===== config.mk =====
export PLATFORM = sky130hd
export DESIGN_NAME = button_tap_hold_double_detector_core
export DESIGN_NICKNAME = d
export VERILOG_FILES = /design/src/sv/btd_pkg.sv /design/src/sv/btd_slot_file.sv /design/src/sv/btd_step.sv /design/src/sv/button_tap_hold_double_detector_core.sv
export SDC_FILE = /design/constraint.sdc
export NUM_CORES = 1
export LEC_CHECK = 0
export ABC_AREA = 1
export BUFFER_PORTS_ARGS = -buffer_cell sky130_fd_sc_hd__buf_2
export CAP_MARGIN = 15
export CELL_PAD_IN_SITES_DETAIL_PLACEMENT = 1
export CELL_PAD_IN_SITES_GLOBAL_PLACEMENT = 1
export CORE_MARGIN = 10
export CORE_UTILIZATION = 25
export DETAILED_ROUTE_END_ITERATION = 8
export GPL_TIMING_DRIVEN = 0
export HOLD_SLACK_MARGIN = 0.1
export PLACE_DENSITY = 0.59
export SLEW_MARGIN = 20
export SYNTH_ARGS = -nofsm -noshare
export SYNTH_HDL_FRONTEND = slang
export SYNTH_HIERARCHICAL = 1
export SYNTH_SLANG_ARGS = --single-unit

===== constraint.sdc =====
create_clock -name clk -period 5.2 [get_ports clk]
set_clock_uncertainty 0.05 [all_clocks]
set_input_delay 0.26 -clock clk [delete_from_list [all_inputs] [get_ports clk]]
set_output_delay 0.26 -clock clk [all_outputs]
set_load 0.05 [all_outputs]

===== src/sv/btd_pkg.sv =====
// Types, codes and constants of the tap/hold/double-tap detector core.
// No dependencies; used by every module of the block.
`default_nettype none

package btd_pkg;

	localparam int NUM_CONTROLS = 16;
	localparam int SLOT_W = (NUM_CONTROLS > 1) ? $clog2(NUM_CONTROLS) : 1;
	localparam int RANGE_W = 6;

	localparam int CTL_W = 4;
	localparam int DLY_W = 16;

	localparam logic [DLY_W-1:0] HOLD_MIN = 16'd250;
	localparam logic [DLY_W-1:0] HOLD_DEFAULT = 16'd600;
	localparam logic [DLY_W-1:0] DBL_MIN = 16'd80;
	localparam logic [DLY_W-1:0] DBL_DEFAULT = 16'd320;

	// input kinds (tuser)
	localparam logic [1:0] ACT_EVENT = 2'd0;
	localparam logic [1:0] ACT_TICK = 2'd1;
	localparam logic [1:0] ACT_CANCEL = 2'd2;

	// fired action kinds (tuser)
	localparam logic [1:0] WH_PRIMARY = 2'd0;
	localparam logic [1:0] WH_HOLD = 2'd1;
	localparam logic [1:0] WH_DOUBLE = 2'd2;

	// result tdata bit positions
	localparam int OUT_PRESSED_BIT = 4;
	localparam int OUT_VALUE_BIT = 5;

	typedef struct packed {
		logic [DLY_W-1:0] double_delay;
		logic [DLY_W-1:0] hold_delay;
		logic             double_assigned;
		logic             hold_assigned;
		logic             latching;
		logic             pressed;
		logic [CTL_W-1:0] control;
	} in_data_t;

	typedef struct packed {
		logic [1:0]       pad;
		logic             value;
		logic             pressed_res;
		logic [CTL_W-1:0] control_res;
	} out_data_t;

	typedef struct packed {
		logic [1:0]       action;
		logic             pressed;
		logic             latching;
		logic             hold_assigned;
		logic             double_assigned;
		logic [DLY_W-1:0] hold_delay;
		logic [DLY_W-1:0] double_delay;
	} cmd_t;

	typedef struct packed {
		logic             held;
		logic             fired;
		logic             armed;
		logic             tap_pend;
		logic             swallow;
		logic [DLY_W-1:0] hold_cnt;
		logic [DLY_W-1:0] tap_cnt;
	} slot_t;

	typedef struct packed {
		logic [CTL_W-1:0] control;
		logic [1:0]       which;
		logic             pressed;
		logic             value;
	} res_t;

	typedef struct packed {
		logic emit;
		res_t res;
	} step_out_t;

	typedef enum logic [2:0] {
		ST_IDLE  = 3'b001,
		ST_RUN   = 3'b010,
		ST_FLUSH = 3'b100
	} state_t;

endpackage

`default_nettype wire


===== src/sv/btd_slot_file.sv =====
// Per-control gesture state: flags in reset flops, countdowns as plain storage.
// One read port and one write port at the same slot index. Depends on btd_pkg.
`default_nettype none

module btd_slot_file (
	input  wire logic                      clk,
	input  wire logic                      arst_n,
	input  wire logic [btd_pkg::SLOT_W-1:0] idx,
	output btd_pkg::slot_t                 rdata,
	input  wire logic                      we,
	input  wire btd_pkg::slot_t            wdata
);

	logic                      held_q     [btd_pkg::NUM_CONTROLS];
	logic                      fired_q    [btd_pkg::NUM_CONTROLS];
	logic                      armed_q    [btd_pkg::NUM_CONTROLS];
	logic                      tap_pend_q [btd_pkg::NUM_CONTROLS];
	logic                      swallow_q  [btd_pkg::NUM_CONTROLS];
	logic [btd_pkg::DLY_W-1:0] hold_cnt_q [btd_pkg::NUM_CONTROLS];
	logic [btd_pkg::DLY_W-1:0] tap_cnt_q  [btd_pkg::NUM_CONTROLS];

	always_ff @(posedge clk or negedge arst_n) begin
		if (!arst_n) begin
			for (int i = 0; i < btd_pkg::NUM_CONTROLS; i++) begin
				held_q[i]     <= 1'b0;
				fired_q[i]    <= 1'b0;
				armed_q[i]    <= 1'b0;
				tap_pend_q[i] <= 1'b0;
				swallow_q[i]  <= 1'b0;
			end
		end else if (we) begin
			held_q[idx]     <= wdata.held;
			fired_q[idx]    <= wdata.fired;
			armed_q[idx]    <= wdata.armed;
			tap_pend_q[idx] <= wdata.tap_pend;
			swallow_q[idx]  <= wdata.swallow;
		end
	end

	// countdowns are only read while their flag is set
	always_ff @(posedge clk) begin
		if (we) begin
			hold_cnt_q[idx] <= wdata.hold_cnt;
			tap_cnt_q[idx]  <= wdata.tap_cnt;
		end
	end

	always_comb begin
		rdata.held     = held_q[idx];
		rdata.fired    = fired_q[idx];
		rdata.armed    = armed_q[idx];
		rdata.tap_pend = tap_pend_q[idx];
		rdata.swallow  = swallow_q[idx];
		rdata.hold_cnt = hold_cnt_q[idx];
		rdata.tap_cnt  = tap_cnt_q[idx];
	end

endmodule

`default_nettype wire


===== src/sv/btd_step.sv =====
// Shared slot update unit: one countdown decrement/compare and the gesture rules
// for one control slot per cycle. Depends on btd_pkg.
`default_nettype none

module btd_step (
	input  wire btd_pkg::cmd_t             cmd,
	input  wire logic [btd_pkg::SLOT_W-1:0] idx,
	input  wire btd_pkg::slot_t            cur,
	output btd_pkg::slot_t                 nxt,
	output btd_pkg::step_out_t             out
);

	logic                      hold_act;
	logic [btd_pkg::DLY_W-1:0] cnt_sel;
	logic [btd_pkg::DLY_W-1:0] cnt_dec;
	logic                      cnt_gt1;

	// a held control never has a pending tap, so one decrementer serves both
	assign hold_act = cur.held & ~cur.fired & cur.armed;
	assign cnt_sel  = hold_act ? cur.hold_cnt : cur.tap_cnt;
	assign cnt_gt1  = cnt_sel > 16'd1;
	assign cnt_dec  = cnt_sel - 16'd1;

	always_comb begin
		nxt = cur;
		out.emit = 1'b0;
		out.res.control = btd_pkg::CTL_W'(idx);
		out.res.which = btd_pkg::WH_PRIMARY;
		out.res.pressed = 1'b1;
		out.res.value = 1'b0;

		unique case (cmd.action)
			btd_pkg::ACT_TICK: begin
				if (hold_act) begin
					if (cnt_gt1) begin
						nxt.hold_cnt = cnt_dec;
					end else begin
						nxt.hold_cnt = '0;
						nxt.fired = 1'b1;
						nxt.tap_pend = 1'b0;
						nxt.tap_cnt = '0;
						out.emit = 1'b1;
						out.res.which = btd_pkg::WH_HOLD;
					end
				end else if (cur.tap_pend) begin
					if (cnt_gt1) begin
						nxt.tap_cnt = cnt_dec;
					end else begin
						nxt.tap_cnt = '0;
						nxt.tap_pend = 1'b0;
						out.emit = 1'b1;
					end
				end
			end
			btd_pkg::ACT_CANCEL: begin
				nxt.held = 1'b0;
				nxt.fired = 1'b0;
				nxt.armed = 1'b0;
				nxt.hold_cnt = '0;
				nxt.tap_pend = 1'b0;
				nxt.tap_cnt = '0;
			end
			btd_pkg::ACT_EVENT: begin
				if (cmd.latching) begin
					out.emit = 1'b1;
					out.res.pressed = cmd.pressed;
					out.res.value = cmd.pressed;
				end else if (cmd.pressed) begin
					nxt.swallow = 1'b0;
					if (cur.tap_pend) begin
						nxt.tap_pend = 1'b0;
						nxt.tap_cnt = '0;
						if (cmd.double_assigned) begin
							nxt.swallow = 1'b1;
							out.emit = 1'b1;
							out.res.which = btd_pkg::WH_DOUBLE;
							out.res.value = 1'b1;
						end
					end else if (cur.held) begin
						nxt.swallow = 1'b0;
					end else if (cmd.hold_assigned || cmd.double_assigned) begin
						nxt.held = 1'b1;
						nxt.fired = 1'b0;
						nxt.armed = cmd.hold_assigned;
						nxt.hold_cnt = cmd.hold_delay;
					end else begin
						out.emit = 1'b1;
						out.res.value = 1'b1;
					end
				end else begin
					if (cur.swallow) begin
						nxt.swallow = 1'b0;
					end else if (cur.held) begin
						nxt.held = 1'b0;
						nxt.fired = 1'b0;
						nxt.armed = 1'b0;
						nxt.hold_cnt = '0;
						if (!cur.fired) begin
							if (cmd.double_assigned) begin
								nxt.tap_pend = 1'b1;
								nxt.tap_cnt = cmd.double_delay;
							end else begin
								out.emit = 1'b1;
							end
						end
					end
				end
			end
			default: begin
				nxt = cur;
			end
		endcase
	end

endmodule

`default_nettype wire


===== src/sv/button_tap_hold_double_detector_core.sv =====
// Top level of the tap/hold/double-tap detector: sequencer, slot file, step unit
// and result registers. Depends on btd_pkg, btd_slot_file and btd_step.
//
// Usage:
//   s_axis carries one item per transfer: tuser is the kind (button event,
//   one-millisecond tick, cancel), tdata the control index and its binding.
//   m_axis carries the fired actions; tlast marks the final result of an item.
//   An item that fires nothing produces no transfer at all.
//   An event or cancel touches one slot and passes through the RUN and FLUSH
//   states before ready is high again. A tick walks all NUM_CONTROLS slots,
//   one per cycle through the shared step unit unless a stall holds the walk.
//   s_axis_tready is high only while the sequencer is idle.
//   Results leave through a one-entry hold register and the m_axis register;
//   when the receiver stalls and both are full, the slot walk pauses on the
//   slot that has a new result until m_axis_tready frees the output.
//   An event's result goes through the hold register into the m_axis register.
//   The output register may still hold the last result while a new item is
//   taken.
//   Reset clears all gesture flags and the sequencer; no clearing pass.
`default_nettype none

module button_tap_hold_double_detector_core (
	input  wire logic        clk,
	input  wire logic        arst_n,
	input  wire logic        s_axis_tvalid,
	output logic             s_axis_tready,
	// control, pressed, latching, hold_assigned, double_assigned,
	// hold_delay, double_delay
	input  wire logic [39:0] s_axis_tdata,
	// action
	input  wire logic [1:0]  s_axis_tuser,
	output logic             m_axis_tvalid,
	input  wire logic        m_axis_tready,
	// control_res, pressed_res, value, zero pad
	output logic [7:0]       m_axis_tdata,
	// which_action
	output logic [1:0]       m_axis_tuser,
	output logic             m_axis_tlast
);

	btd_pkg::state_t             state_q;
	btd_pkg::cmd_t               cmd_q;
	logic                        apply_q;
	logic [btd_pkg::SLOT_W-1:0]  idx_q;
	btd_pkg::res_t               pend_res_q;
	logic                        pend_q;
	btd_pkg::res_t               out_res_q;
	logic                        out_last_q;
	logic                        out_valid_q;

	btd_pkg::in_data_t           in_data;
	btd_pkg::out_data_t          out_data;
	btd_pkg::slot_t              slot_cur;
	btd_pkg::slot_t              slot_nxt;
	btd_pkg::step_out_t          step_out;
	logic                        in_xfer;
	logic                        in_range;
	logic                        out_free;
	logic                        emit;
	logic                        stall;
	logic                        walk_done;
	logic                        out_load;
	btd_pkg::res_t               out_load_res;
	logic                        out_load_last;

	assign in_data  = btd_pkg::in_data_t'(s_axis_tdata);
	assign in_xfer  = s_axis_tvalid & s_axis_tready;
	assign in_range = btd_pkg::RANGE_W'(in_data.control) <
		btd_pkg::RANGE_W'(btd_pkg::NUM_CONTROLS);
	assign out_free = ~out_valid_q | m_axis_tready;

	btd_slot_file u_slot_file (
		.clk    (clk),
		.arst_n (arst_n),
		.idx    (idx_q),
		.rdata  (slot_cur),
		.we     (state_q == btd_pkg::ST_RUN && apply_q && !stall),
		.wdata  (slot_nxt)
	);

	btd_step u_step (
		.cmd (cmd_q),
		.idx (idx_q),
		.cur (slot_cur),
		.nxt (slot_nxt),
		.out (step_out)
	);

	assign emit      = apply_q & step_out.emit;
	assign stall     = emit & pend_q & ~out_free;
	assign walk_done = (cmd_q.action != btd_pkg::ACT_TICK) ||
		(idx_q == btd_pkg::SLOT_W'(btd_pkg::NUM_CONTROLS - 1));

	always_comb begin
		out_load = 1'b0;
		out_load_res = pend_res_q;
		out_load_last = 1'b0;
		unique case (state_q)
			btd_pkg::ST_RUN: begin
				out_load = emit & pend_q & ~stall;
			end
			btd_pkg::ST_FLUSH: begin
				out_load = pend_q & out_free;
				out_load_last = 1'b1;
			end
			default: begin
				out_load = 1'b0;
			end
		endcase
	end

	always_ff @(posedge clk or negedge arst_n) begin
		if (!arst_n) begin
			state_q <= btd_pkg::ST_IDLE;
			apply_q <= 1'b0;
			pend_q <= 1'b0;
			idx_q <= '0;
		end else begin
			unique case (state_q)
				btd_pkg::ST_IDLE: begin
					if (in_xfer) begin
						state_q <= btd_pkg::ST_RUN;
						if (s_axis_tuser == btd_pkg::ACT_TICK) begin
							apply_q <= 1'b1;
							idx_q <= '0;
						end else begin
							apply_q <= in_range && (s_axis_tuser == btd_pkg::ACT_EVENT ||
								s_axis_tuser == btd_pkg::ACT_CANCEL);
							idx_q <= btd_pkg::SLOT_W'(in_data.control);
						end
					end
				end
				btd_pkg::ST_RUN: begin
					if (!stall) begin
						if (emit) begin
							pend_q <= 1'b1;
						end
						if (walk_done) begin
							state_q <= btd_pkg::ST_FLUSH;
						end else begin
							idx_q <= idx_q + 1'b1;
						end
					end
				end
				btd_pkg::ST_FLUSH: begin
					if (!pend_q) begin
						state_q <= btd_pkg::ST_IDLE;
					end else if (out_free) begin
						pend_q <= 1'b0;
						state_q <= btd_pkg::ST_IDLE;
					end
				end
				default: begin
					state_q <= btd_pkg::ST_IDLE;
				end
			endcase
		end
	end

	// item capture with effective delays
	always_ff @(posedge clk) begin
		if (in_xfer) begin
			cmd_q.action <= s_axis_tuser;
			cmd_q.pressed <= in_data.pressed;
			cmd_q.latching <= in_data.latching;
			cmd_q.hold_assigned <= in_data.hold_assigned;
			cmd_q.double_assigned <= in_data.double_assigned;
			cmd_q.hold_delay <= (in_data.hold_delay < btd_pkg::HOLD_MIN) ?
				btd_pkg::HOLD_DEFAULT : in_data.hold_delay;
			cmd_q.double_delay <= (in_data.double_delay < btd_pkg::DBL_MIN) ?
				btd_pkg::DBL_DEFAULT : in_data.double_delay;
		end
		if (state_q == btd_pkg::ST_RUN && emit && !stall) begin
			pend_res_q <= step_out.res;
		end
		if (out_load) begin
			out_res_q <= out_load_res;
			out_last_q <= out_load_last;
		end
	end

	always_ff @(posedge clk or negedge arst_n) begin
		if (!arst_n) begin
			out_valid_q <= 1'b0;
		end else begin
			out_valid_q <= out_load | (out_valid_q & ~m_axis_tready);
		end
	end

	always_comb begin
		out_data.pad = 2'b00;
		out_data.value = out_res_q.value;
		out_data.pressed_res = out_res_q.pressed;
		out_data.control_res = out_res_q.control;
	end

	assign s_axis_tready = (state_q == btd_pkg::ST_IDLE);
	assign m_axis_tvalid = out_valid_q;
	assign m_axis_tdata  = out_data;
	assign m_axis_tuser  = out_res_q.which;
	assign m_axis_tlast  = out_last_q;

endmodule

`default_nettype wire


==> results by group <==
STA
  • Fmax: between 150 and 200 MHz
  • Share of the clock period used by the worst path after layout: between 90 and 100%
  • Final hold violation count: 0
  • Actual slew at the worst max-slew pin: 0.874 ns
  • WHS: 0.295 ns
  • Finish-stage setup viols: 0
  • Slew Limit Headroom: between 40% and 50%
  • Time the worst path needs with I/O delays and setup: about 5 ns
  • Number of max-slew violations in the final report: 0

GRT
  • Via count of the first global-routing pass: 25200
  • Final global-route overflow total: 0
  • Maximum number of pins on one net before global-route repair: 60
  • Global-route wire length before repair: 166000 um
  • Antenna violations before repair: 1
  • Total routing resource utilization after global routing: roughly 16%

Floorplanning
  • Area of the placeable core: around 120000 um2
  • Number of core rows: around 130
  • Vertical die dimension: 371 um
  • Full die area: 138000 um2
  • Die width: between 300 and 400 um
  • # IOs: between 50 and 60
  • Initial core utilization: 25.2%

Critical path
  • CP required: 5.50 ns
  • Cell repeated most along the worst path: nand2_1
  • Largest stage delay on the critical path: roughly 0.45 ns
  • CP Capture Type: flip-flop
  • Class of the most critical setup path: reg2reg
  • Kind of start point of the critical path: flip-flop
  • Worst Path Arrival: 5.32 ns
  • Peak fanout along the critical path: 10
  • Slowest cell on the critical path: dfrtp_2

Clock network
  • Maximum level of the CTS H-tree: 3
  • Clock tree root driver cell: clkbuf_16
  • Insertion delay to the later sink of the worst-skew pair: 0.66 ns
  • Maximum root-to-sink buffer count: 3
  • Clock tree from TritonCTS: yes
  • TritonCTS Sinks: around 660
  • Reg clk slew, reported paths: 0.06 ns
  • Number of buffers inserted during clock tree synthesis: 78

Finish
  • # nets final: 3754
  • ANT cells: 0
  • Share of cells above drive strength 1: 11.3%
  • Area growth, synth to finish: 22.0%
  • Number of standard cells in the final layout excluding fillers: 5396
  • Number of fill cells: 14200

Detailed routing
  • DRC violation count after routing: 0
  • Routed Antenna Nets: 0
  • DR iter-0 viols: 1683
  • Total routed wirelength: around 110000 um
  • Routed len/inst: 21.0 um
  • DRT Pass-1 Iters: 5
  • Count of vias placed by the detailed router: ~25000
  • Number of vias per cell: 4.57

Worst hold path
  • Worst hold path class: in2reg

Pwr
  • Power per cell area: 600 nW/um2
  • Lkg Pwr: 16.2 nW
  • Max VDD drop: a little over 0.3 mV
  • Total power: 22.6 mW

Outcome
  • Status: finished clean

Logic synthesis
  • Post-synthesis instance area: 30800 um2
  • Leading register cell type out of synthesis: edfxtp_1
  • Flop and latch count out of synthesis: 657
  • Seq/Total Area, Yosys: 62.5%
  • Mapped Cells: 3473
  • Mean area per synthesized cell: 8.88 um2
  • Number of enable-type register cells in the synthesized netlist: 567
  • Warning count from the yosys run: 6
  • Number of different library cells in the post-synthesis netlist: between 40 and 50
  • Async set or reset register ratio after synthesis: 13.7%

Placement
  • Detailed placer's ending HPWL: 78100 um
  • Number of placed cells counting well taps: about 5200
  • Final weighted congestion in routability-driven placement: about 0.89
  • Number of input and output port buffers inserted: 56

Job
  • # Max-Cap Violations: 0
-- worst max-delay path, delay by kind of cell (launching register included) --
kind                     cells  cell delay (ns)
AO/OA/AOI/OAI                2             0.15
adder cells (fa/ha/maj)      1             0.22
buffers and inverters       12             1.72
flip-flops                   1             0.45
AND/OR/NAND/NOR             19             2.05
-- final cells by class --
type	instances	area, um2	area share (%)
Clock buffer	90	2000	5.31
Sequential cell	657	19300	51.3
Multi-Input combinational cell	2442	10100	26.8
Timing Repair Buffer	151	1450	3.85
Tap cell	1625	2030	5.41
Buffer	194	1420	3.77
Inverter	181	769	2.05
Clock inverter	56	593	1.58
-- metal layers --
metal  vias up  global-route usage [%]  wire [um]
met5         -                       0          0
met4         0                    4.07       2690
met3       127                    2.20       4540
met2       431                    27.3      55000
met1     12500                    21.1      51200
li1      11600                       -          -
-- timing repair --
| item | in CTS | in global routing |
|---|---|---|
| gates cloned | 3 | 3 |
| pin swaps | 2 | 6 |
| setup endpoints to repair | 1130 | 979 |
| hold buffers | 53 | 0 |
| buffers inserted | 13 | 13 |
| endpoints found under the hold margin | 151 | 0 |
| gates resized for setup | 138 | 84 |
-- state kept, by name, indices dropped and copies added (netlist names), 4 cells and up --
name                    flops
u_slot_file/fired_q        16
u_slot_file/swallow_q      16
u_slot_file/tap_cnt_q     256
m_axis_tdata                6
u_slot_file/tap_pend_q     16
u_slot_file/held_q         16
out_load_res                8
u_slot_file/hold_cnt_q    256
u_slot_file/armed_q        16
cmd_q                      38
idx_q                       4
-- metrics by stage --
| stage | setup slack [ns] | utilization, % | setup TNS [ns] | area [um2] |
|---|---|---|---|---|
| after floorplan | 0.244 | - | 0 | 30800 |
| after global placement | -3.10 | 27.1 | -1795.54 | 33100 |
| after detailed placement | -2.14 | 27.3 | -1476.47 | 33400 |
| after CTS | 0.00270 | 30.4 | 0 | 37200 |
| after global routing | -0.00834 | 30.8 | -0.0277 | 37600 |
| final | 0.175 | 30.8 | 0 | 37600 |
-- cells in the final DEF, fill, tap and decap left out, types with 5 or more instances in the layout --
cell,instances
nand2_1,1914
edfxtp_1,567
inv_1,158
nor2_1,131
buf_2,100
dfrtp_1,85
o21ai_0,84
nand3_1,83
clkbuf_16,82
clkbuf_1,77
a21oi_1,74
dlygate4sd3_1,52
buf_4,37
o21ai_1,31
clkinv_2,23
buf_6,22
buf_12,20
nand4_1,15
o211ai_1,14
clkinv_1,13
buf_8,12
inv_2,11
nand3_2,11
nand2_2,11
clkbuf_2,9
bufinv_16,8
clkbuf_4,8
nor2_4,7
o21bai_1,6
buf_16,6
nor2_2,5
a31oi_1,5
and2_1,5
clkinvlp_4,5
buf_1,5
nor3_1,5
a22oi_1,5
-- logic make-up (layout without fill, tap and decap cells) --
group / after synthesis / in the layout / synth area share, %
flip-flops: 657 / 657 / 62.5
other: 1 / 2 / 0.0122
adder cells (fa/ha/maj): 3 / 3 / 0.122
AND/OR/NAND/NOR: 2203 / 2203 / 27.9
AO/OA/AOI/OAI: 233 / 233 / 4.14
buffers and inverters: 375 / 672 / 5.26
XOR/XNOR: 1 / 1 / 0.0284
-- where the power goes --
part,internal [mW],switching (mW)
registers,7.12,0.189
clock network,3.20,2.34
logic,2.38,7.34
-- synthesized netlist by cell type (3+ instances only) --
cell,count,area (um2)
edfxtp_1,567,17000
o21ai_2,5,43.8
o21bai_1,8,60.1
dfrtp_1,89,2230
nand4_1,15,93.8
nor2_1,134,503
nand2_2,3,18.8
ha_1,3,37.5
inv_1,166,623
inv_2,10,37.5
buf_6,7,78.8
a22oi_1,5,37.5
buf_4,15,113
clkinv_1,3,11.3
nand3_2,5,50.1
clkbuf_1,81,304
o211ai_1,14,105
o21ai_1,31,155
a21oi_1,74,370
nand2_4,3,33.8
nand2_1,1923,7220
nor2_2,6,37.5
nand3_1,90,450
o21ai_0,85,425
and2_1,5,31.3
a31oi_1,5,31.3
nor2_4,3,33.8
nor3_1,6,30.0
buf_2,82,410
buf_1,9,33.8
-- path summary, 6_finish.rpt --
kind / start / to / slack [ns] / cells past startpoint
worst min register to register: out_load_res[1] / m_axis_tdata[4] / 0.37 / 0
max in group asynchronous: arst_n / u_slot_file/swallow_q[1] / 4.14 / 4
worst min-delay path: s_axis_tdata[5] / cmd_q[34] / 0.30 / 2
worst max-delay path: idx_q[0] / u_slot_file/hold_cnt_q[8][15] / 0.18 / 34
min in group asynchronous: arst_n / state_q[0] / 0.63 / 3
worst max register to register: idx_q[0] / u_slot_file/hold_cnt_q[8][15] / 0.18 / 34
Power figures use the tool's default switching activity.
